$ cat src/dpf_pkg.sv
// shared types, constants and decode function of the drag polar fit block
`default_nettype none

package dpf_pkg;

    localparam int DEF_MAX_POINTS   = 256;
    localparam int DEF_IN_FRAC_BITS = 12;

    localparam int COEF_W  = 16;
    localparam int C0_W    = 20;
    localparam int K_W     = 20;
    localparam int SUM_W   = 64;
    localparam int HALF_W  = 32;
    localparam int WIDE_W  = 128;

    localparam int MIN_FIT_POINTS = 3;
    localparam int C0_POS_MAX     = 524287;
    localparam int C0_NEG_MAG     = 524288;
    localparam int K_MAX          = 1048575;

    localparam int PROD_W    = 3;
    localparam int PART_W    = 2;
    localparam int STEP_W    = PROD_W + PART_W;
    localparam int MUL_STEPS = 24;

    typedef enum logic [1:0] {
        DIV_MEAN,
        DIV_CD0,
        DIV_KF
    } div_mode_t;

    typedef enum logic [1:0] {
        ACC_DET,
        ACC_NC,
        ACC_NK
    } acc_dest_t;

    typedef enum logic [2:0] {
        OPND_N,
        OPND_SX,
        OPND_SXX,
        OPND_SY,
        OPND_SXY
    } opnd_t;

    typedef struct packed {
        opnd_t     a;
        opnd_t     b;
        acc_dest_t dest;
        logic      sub;
    } prod_t;

    typedef struct packed {
        logic                take;
        logic                fit_clear;
        logic                mul_valid;
        logic [PROD_W-1:0]   mul_prod;
        logic [PART_W-1:0]   mul_part;
        logic                div_start;
        div_mode_t           div_mode;
        logic                load_out;
    } cmd_t;

    typedef struct packed {
        logic pipe_busy;
        logic too_few;
        logic det_zero;
        logic div_done;
        logic out_busy;
    } stat_t;

    // det = n*Sxx - Sx*Sx, nc = Sxx*Sy - Sx*Sxy, nk = n*Sxy - Sx*Sy
    function automatic prod_t prod_info(input logic [PROD_W-1:0] idx);
        prod_t p;
        p.a    = OPND_N;
        p.b    = OPND_SXX;
        p.dest = ACC_DET;
        p.sub  = 1'b0;
        unique case (idx)
            3'd0:
            begin
                p.a = OPND_N;   p.b = OPND_SXX; p.dest = ACC_DET; p.sub = 1'b0;
            end
            3'd1:
            begin
                p.a = OPND_SX;  p.b = OPND_SX;  p.dest = ACC_DET; p.sub = 1'b1;
            end
            3'd2:
            begin
                p.a = OPND_SXX; p.b = OPND_SY;  p.dest = ACC_NC;  p.sub = 1'b0;
            end
            3'd3:
            begin
                p.a = OPND_SX;  p.b = OPND_SXY; p.dest = ACC_NC;  p.sub = 1'b1;
            end
            3'd4:
            begin
                p.a = OPND_N;   p.b = OPND_SXY; p.dest = ACC_NK;  p.sub = 1'b0;
            end
            3'd5:
            begin
                p.a = OPND_SX;  p.b = OPND_SY;  p.dest = ACC_NK;  p.sub = 1'b1;
            end
            default:
            begin
                p.sub = 1'b0;
            end
        endcase
        return p;
    endfunction

endpackage

`default_nettype wire

$ cat src/dpf_ctrl.sv
// sequencing state machine: accumulate, drain, products, divisions, result
`default_nettype none

module dpf_ctrl (
    input  wire logic           clk,
    input  wire logic           rst_n,
    input  wire logic           s_tvalid,
    input  wire logic           s_tlast,
    output logic                s_tready,
    input  wire dpf_pkg::stat_t stat,
    output dpf_pkg::cmd_t       cmd
);
    import dpf_pkg::*;

    typedef enum logic [2:0] {
        ST_ACCUM,
        ST_DRAIN,
        ST_MUL,
        ST_MUL_WAIT,
        ST_DET_CHK,
        ST_DIV_C0,
        ST_DIV_K,
        ST_FINISH
    } state_t;

    state_t            state_reg, state_next;
    logic [STEP_W-1:0] step_reg, step_next;

    always_comb
    begin
        state_next    = state_reg;
        step_next     = step_reg;
        s_tready      = 1'b0;
        cmd.take      = 1'b0;
        cmd.fit_clear = 1'b0;
        cmd.mul_valid = 1'b0;
        cmd.mul_prod  = step_reg[STEP_W-1:PART_W];
        cmd.mul_part  = step_reg[PART_W-1:0];
        cmd.div_start = 1'b0;
        cmd.div_mode  = DIV_MEAN;
        cmd.load_out  = 1'b0;
        unique case (state_reg)
            ST_ACCUM:
            begin
                s_tready = 1'b1;
                cmd.take = s_tvalid;
                if (s_tvalid && s_tlast)
                    state_next = ST_DRAIN;
            end
            ST_DRAIN:
            begin
                if (!stat.pipe_busy)
                begin
                    cmd.fit_clear = 1'b1;
                    step_next     = '0;
                    state_next    = stat.too_few ? ST_FINISH : ST_MUL;
                end
            end
            ST_MUL:
            begin
                cmd.mul_valid = 1'b1;
                step_next     = step_reg + STEP_W'(1);
                if (step_reg == STEP_W'(MUL_STEPS - 1))
                    state_next = ST_MUL_WAIT;
            end
            ST_MUL_WAIT:
            begin
                state_next = ST_DET_CHK;
            end
            ST_DET_CHK:
            begin
                cmd.div_start = 1'b1;
                cmd.div_mode  = stat.det_zero ? DIV_MEAN : DIV_CD0;
                state_next    = ST_DIV_C0;
            end
            ST_DIV_C0:
            begin
                if (stat.div_done)
                begin
                    if (stat.det_zero)
                        state_next = ST_FINISH;
                    else
                    begin
                        cmd.div_start = 1'b1;
                        cmd.div_mode  = DIV_KF;
                        state_next    = ST_DIV_K;
                    end
                end
            end
            ST_DIV_K:
            begin
                if (stat.div_done)
                    state_next = ST_FINISH;
            end
            ST_FINISH:
            begin
                if (!stat.out_busy)
                begin
                    cmd.load_out = 1'b1;
                    state_next   = ST_ACCUM;
                end
            end
            default:
            begin
                state_next = ST_ACCUM;
            end
        endcase
    end

    always_ff @(posedge clk or negedge rst_n)
    begin
        if (!rst_n)
        begin
            state_reg <= ST_ACCUM;
            step_reg  <= '0;
        end
        else
        begin
            state_reg <= state_next;
            step_reg  <= step_next;
        end
    end

endmodule

`default_nettype wire

$ cat config.mk
export PLATFORM = sky130hd
export DESIGN_NAME = dpf_ctrl
export DESIGN_NICKNAME = d
export VERILOG_FILES = /design/src/dpf_pkg.sv /design/src/dpf_ctrl.sv
export SDC_FILE = /design/constraint.sdc
export NUM_CORES = 1
export LEC_CHECK = 0
export ABC_AREA = 1
export BUFFER_PORTS_ARGS = -buffer_cell sky130_fd_sc_hd__buf_2
export CAP_MARGIN = 10
export CORE_ASPECT_RATIO = 0.75
export CORE_MARGIN = 2
export CORE_UTILIZATION = 30
export DETAILED_ROUTE_END_ITERATION = 12
export PLACE_DENSITY = 0.57
export SETUP_SLACK_MARGIN = 0.5
export SYNTH_ARGS = -nofsm -noshare
export SYNTH_HDL_FRONTEND = slang
export SYNTH_SLANG_ARGS = --single-unit
$ cat constraint.sdc
create_clock -name clk -period 1.55 [get_ports clk]
set_input_delay 0 -clock clk [delete_from_list [all_inputs] [get_ports clk]]
set_output_delay 0 -clock clk [all_outputs]
set_load 0.05 [all_outputs]
==> results of run 1 <==
==> synth_stat cells, drive strengths merged <==
library cell	count	area (sq um)
nand4	2	12.5
nand3	10	55.1
inv	13	48.8
o32ai	1	8.76
o22ai	2	12.5
or2	1	6.26
and3	1	7.51
o21a	1	7.51
nor3	2	10.0
o21ai	2	13.8
ha	1	12.5
a21oi	1	5.00
xor2	2	17.5
buf	1	11.3
dfrtp	8	200
nand2	21	81.3
nor2	12	57.6
==> path summary, 6_finish.rpt <==
path	start	end	slack [ps]	cells after the start
min	rst_n	step_reg[4]	100	2
max in group asynchronous	rst_n	step_reg[0]	1250	2
min reg2reg	step_reg[3]	step_reg[3]	610	2
max reg2reg	state_reg[2]	state_reg[1]	260	7
max	state_reg[1]	cmd[2]	250	4
min in group clk	stat[4]	step_reg[2]	110	3
==> cells in the final DEF, fill, tap and decap left out, types with 2 or more instances in the layout <==
cell type,n
dfrtp_2,7
inv_2,2
xor2_1,2
nor2_2,5
nand4_1,2
nor2_1,3
inv_4,3
clkbuf_4,3
nor2_4,4
o22ai_1,2
inv_1,7
nand3_1,8
nand3_4,2
nand2_1,12
buf_2,11
nand2_2,7
buf_4,15
nand2_4,2
buf_6,9
==> what timing repair did <==
action	in CTS	in global routing
hold endpoints to repair	8	0
resized for setup	33	21
hold buffers	1	0
endpoints found under the setup margin	16	18
buffers inserted	7	7
pin swaps	5	9
==> through the flow <==
stage / setup WS [ps] / total power, mW / cells / hold WS [ps]
floorplan: 209 / 1.49 / 81 / -296
global placement: 196 / 1.73 / 124 / -150
detailed placement: 193 / 1.75 / 124 / -149
CTS: 299 / 2.25 / 136 / 103
global route: 210 / 2.73 / 143 / 123
finish: 251 / 2.56 / 143 / 101
==> critical path: stages, from the launching register on <==
cell,delay [ps]
dfrtp_2,460
inv_4,120
nand2_2,110
nor3_2,160
buf_6,190
==> layout make-up <==
type / instances / area share (%)
well taps: 22 / 2.61
repair buffers: 37 / 27.9
inverters: 13 / 5.82
flip-flops and latches: 8 / 19.8
multi-input cells: 59 / 41.3
clock buffers: 4 / 2.49
==> cells by family (layout without fill, tap and decap cells) <==
kind of cell             after synthesis  after routing  share of synthesized area [%]
AO/OA/AOI/OAI                          7              7                           8.37
adder cells (fa/ha/maj)                1              1                           2.20
flip-flops                             8              8                           35.2
XOR/XNOR                               2              2                           3.08
buffers and inverters                 14             54                           10.6
AND/OR/NAND/NOR                       49             49                           40.5
==> power by group <==
| group | total, mW | internal (mW) | switching, mW |
|---|---|---|---|
| Sequential | 0.479 | 0.323 | 0.157 |
| Combinational | 1.90 | 0.756 | 1.14 |
| Clock | 0.180 | 0.0990 | 0.0809 |
| Total | 2.56 | 1.18 | 1.38 |
==> layer usage <==
layer,part of all wire [%],track usage (%),wire length [um]
met5,0,0,0
met4,0,0,0
met3,5.3,7.55,99
met2,56,27.7,1040
met1,39,20.2,726
==> results.md, run 1 <==
- CP startpoint kind: register
- WP data arrival: 1300 ps
- CTS Root Buffer Type: clkbuf_4
- Number of maximum-capacitance violations: 0
- Detailed-route wire length: 1860 um
- Overall global routing resource usage: 16.4%
- Clock latency at the later pin of the worst-skew pair: 260 ps
- TritonCTS clock tree: done
- Post-route antenna net violation count: 0
- Critical path required time: 1550 ps
- Setup TNS after final layout: 0 ps
- Maximum clock skew at final layout: 12.5 ps
- Site Rows: 13
- Vertical die dimension: 41.7 um
- Startpoint-to-endpoint class of the critical path: reg -> out
- Total number of clock tree sinks: 8
- Die footprint: 2260 sq um
- Maximum clock frequency: 770 MHz
- Count of nets after finishing: 132
- Vias per Instance: 4.85
- Final Setup Violations: 0
- Synthesized area: 568 sq um
- Antenna violations before repair: 0
- Starting density of the core: 32.3%
- # diodes: 0
- Sequential fraction of the synthesis area: 35.2%
- Register area: 209 sq um
- Final count of hold timing violations: 0
- Number of distinct library cells after synthesis: 23
- Count of warnings emitted by yosys: 0
- Gate count after technology mapping: 81
- Post-synth net total: 91
- Filler instances: 154
- Wirelength per Cell: 13.0 um
- Post-Syn Area per Cell: 7.01 sq um
- Final non-filler cell area: 1050 sq um
- Clock-pin slew on the worst setup and hold paths: 70 ps
- Total number of vias: 694
- Inserted Clock Buffers: 3
- Setup crit end kind: output port
- CTS H-tree depth: 1
- Fraction of final layout cells sized beyond drive strength 1: 65.3%
- Global-route wire length before repair: 2730 um
- Share of the cycle needed by the critical path after routing: 83.8%
- Total of buffers placed on input and output ports: 21
- Total power per unit cell area: 2430 nW/um^2
- # IOs: 22
- Worst hold path type: in -> async
- Horiz. Die Dim: 54.2 um
- Via count of the first global-routing pass: 628
- Iteration count of the initial detailed-routing pass: 4
- Peak supply drop: 1.18 mV
- Core region area: 1760 sq um
- Number of buffers on the longest clock path: 2
- Static leakage: 0.512 nW
- Result of the run: finished clean
- Unrepaired setup endpoints after global routing: yes
- Flip-flop count of the largest register, all copies and words added: 5
- DP Wirelength: 1090 um
- Global-route congestion overflow total: 0
- Slew at the pin closest to its max-slew limit: 248 ps
- Area post-placement: 764 sq um
- Number of design rule violations left after detail routing: 0
- Relative area change from synthesis to final layout: 85.5%
- Routability Congestion: 0.843
- CP Max Fanout: 5
- Headroom to the max-slew limit: 83.6%
- Maximum number of pins on one net before global-route repair: 9
- Starting DRC count in detailed routing: 12
- Minimum clock period after layout: 1300 ps
- Area of the multi-input gates: 435 sq um
- Final design utilization: 60.0%
- Final Max Tran Viols: 0
- Register bit count reported by yosys: 8
(Power assumes the default switching activity.)
==> run 2: changes to the inputs <==
- PLACE_DENSITY: 0.57 -> 0.59
- clock period: 1.55 -> 1.04 ns (I/O delays scaled with it)
==> run 2 against run 1 <==
Effect of this change:
- the run now ends with setup timing left
- critical path type unchanged
- clock power increased by 56%
- die area unchanged
- via count increased by 3.6%
- highest routed layer is now met4
- register-to-register slack got worse by 450 ps
- routed wire length decreased by 4.3%
- critical path depth unchanged
==> results.md, run 2 (synthesized netlist as in run 1, its figures left out) <==
- Violations in the final reports: setup timing
- Via count of the first global-routing pass: 656
- Core region area: 1760 sq um
- Maximum number of pins on one net before global-route repair: 9
- Worst hold path type: in -> async
- Detailed-route wire length: 1780 um
- Total power per unit cell area: 3530 nW/um^2
- # IOs: 22
- Routability Congestion: 0.726
- Global-route congestion overflow total: 0
- Overall global routing resource usage: 18.8%
- Peak supply drop: 2.18 mV
- Final non-filler cell area: 1220 sq um
- Most common library cell in the layout ignoring fill and taps: buf_6
- Setup TNS after final layout: -2780 ps
- CTS H-tree depth: 1
- WP data arrival: 1290 ps
- Final count of hold timing violations: 0
- Final design utilization: 69.6%
- Final Max Tran Viols: 0
- Vertical die dimension: 41.7 um
- Static leakage: 0.567 nW
- Number of maximum-capacitance violations: 0
- Horiz. Die Dim: 54.2 um
- Maximum clock frequency: 772 MHz
- Startpoint-to-endpoint class of the critical path: reg -> out
- Flip-flop count of the largest register, all copies and words added: 5
- TritonCTS clock tree: done
- Headroom to the max-slew limit: 85.8%
- # diodes: 0
- CP startpoint kind: register
- CTS Root Buffer Type: clkbuf_4
- Iteration count of the initial detailed-routing pass: 4
- Antenna violations before repair: 0
- Slew at the pin closest to its max-slew limit: 213 ps
- Commonest non-fill, non-tap cells in the layout: buf_6, nand2_1, inv_1, buf_2, buf_8
- Total number of clock tree sinks: 8
- Die footprint: 2260 sq um
- Wirelength per Cell: 11.9 um
- Count of nets after finishing: 139
- Global-route wire length before repair: 3010 um
- Setup crit end kind: output port
- Fraction of final layout cells sized beyond drive strength 1: 66.4%
- Unrepaired setup endpoints after global routing: yes
- Maximum clock skew at final layout: 8.64 ps
- Starting DRC count in detailed routing: 15
- Worst hold slack after final layout: 106 ps
- Final Setup Violations: 18
- Number of design rule violations left after detail routing: 0
- DP Wirelength: 1160 um
- Critical path required time: 1040 ps
- Result of the run: finished with violations
- CP Max Fanout: 4
- Post-route antenna net violation count: 0
- Site Rows: 13
- Minimum clock period after layout: 1290 ps
- Worst Slack Setup Final: -255 ps
- Vias per Instance: 4.79
- Total number of vias: 719
- Inserted Clock Buffers: 3
- Total of buffers placed on input and output ports: 21
- Worst-case setup slack after placement: -200 ps
- Relative area change from synthesis to final layout: 115%
- Starting density of the core: 32.3%
- Clock-pin slew on the worst setup and hold paths: 70 ps
- Area post-placement: 878 sq um
- Clock latency at the later pin of the worst-skew pair: 270 ps
- Number of buffers on the longest clock path: 2
- Share of the cycle needed by the critical path after routing: 124%
==> run 2: report_power, final <==
group | switching [mW] | total [mW] | internal, mW
Combinational | 1.84 | 3.37 | 1.53
Sequential | 0.183 | 0.662 | 0.478
Clock | 0.132 | 0.280 | 0.148
Total | 2.16 | 4.31 | 2.16
==> run 2: per-layer routing <==
layer,global-route usage [%],share of wire [%],up-vias
met5,0,0,-
met4,6.00,0.73,0
met3,6.47,6.7,2
met2,24.1,47,24
met1,28.9,46,334
li1,-,-,359
==> run 2: what timing repair did <==
| item | 4_1_cts | 5_1_grt |
|---|---|---|
| hold endpoints to repair | 8 | 0 |
| setup endpoints to repair | 21 | 21 |
| pin swaps | 7 | 14 |
| hold buffers | 1 | 0 |
| setup buffers | 3 | 3 |
| gates resized for setup | 64 | 14 |
==> run 2: path summary, 6_finish.rpt <==
| check | to | start | slack (ps) | cells past startpoint |
|---|---|---|---|---|
| max in group asynchronous | step_reg[2] | rst_n | 730 | 2 |
| min reg2reg | state_reg[1] | state_reg[1] | 580 | 2 |
| max reg2reg | state_reg[0] | step_reg[0] | -190 | 8 |
| max | cmd[11] | state_reg[0] | -250 | 4 |
| min in group clk | step_reg[2] | stat[4] | 110 | 3 |
| min | step_reg[3] | rst_n | 110 | 2 |
==> run 2: critical path: stages (launching register included) <==
cell and delay, ps:
dfrtp_2 450, buf_6 140, nor2_4 110, and3_4 190, buf_8 140
==> run 2: final cells by class <==
class                           count  area, sq um
Multi-Input combinational cell     59          455
Sequential cell                     8          209
Fill cell                         141          534
Inverter                           13         56.3
Tap cell                           22         27.5
Timing Repair Buffer               44          448
Clock buffer                        4         26.3
==> run 2: metrics by stage <==
step | cells | power [mW]
after floorplan | 81 | 2.22
final | 150 | 4.31
after global placement | 139 | 2.93
after detailed placement | 139 | 2.93
after CTS | 147 | 4.03
after global routing | 150 | 4.60
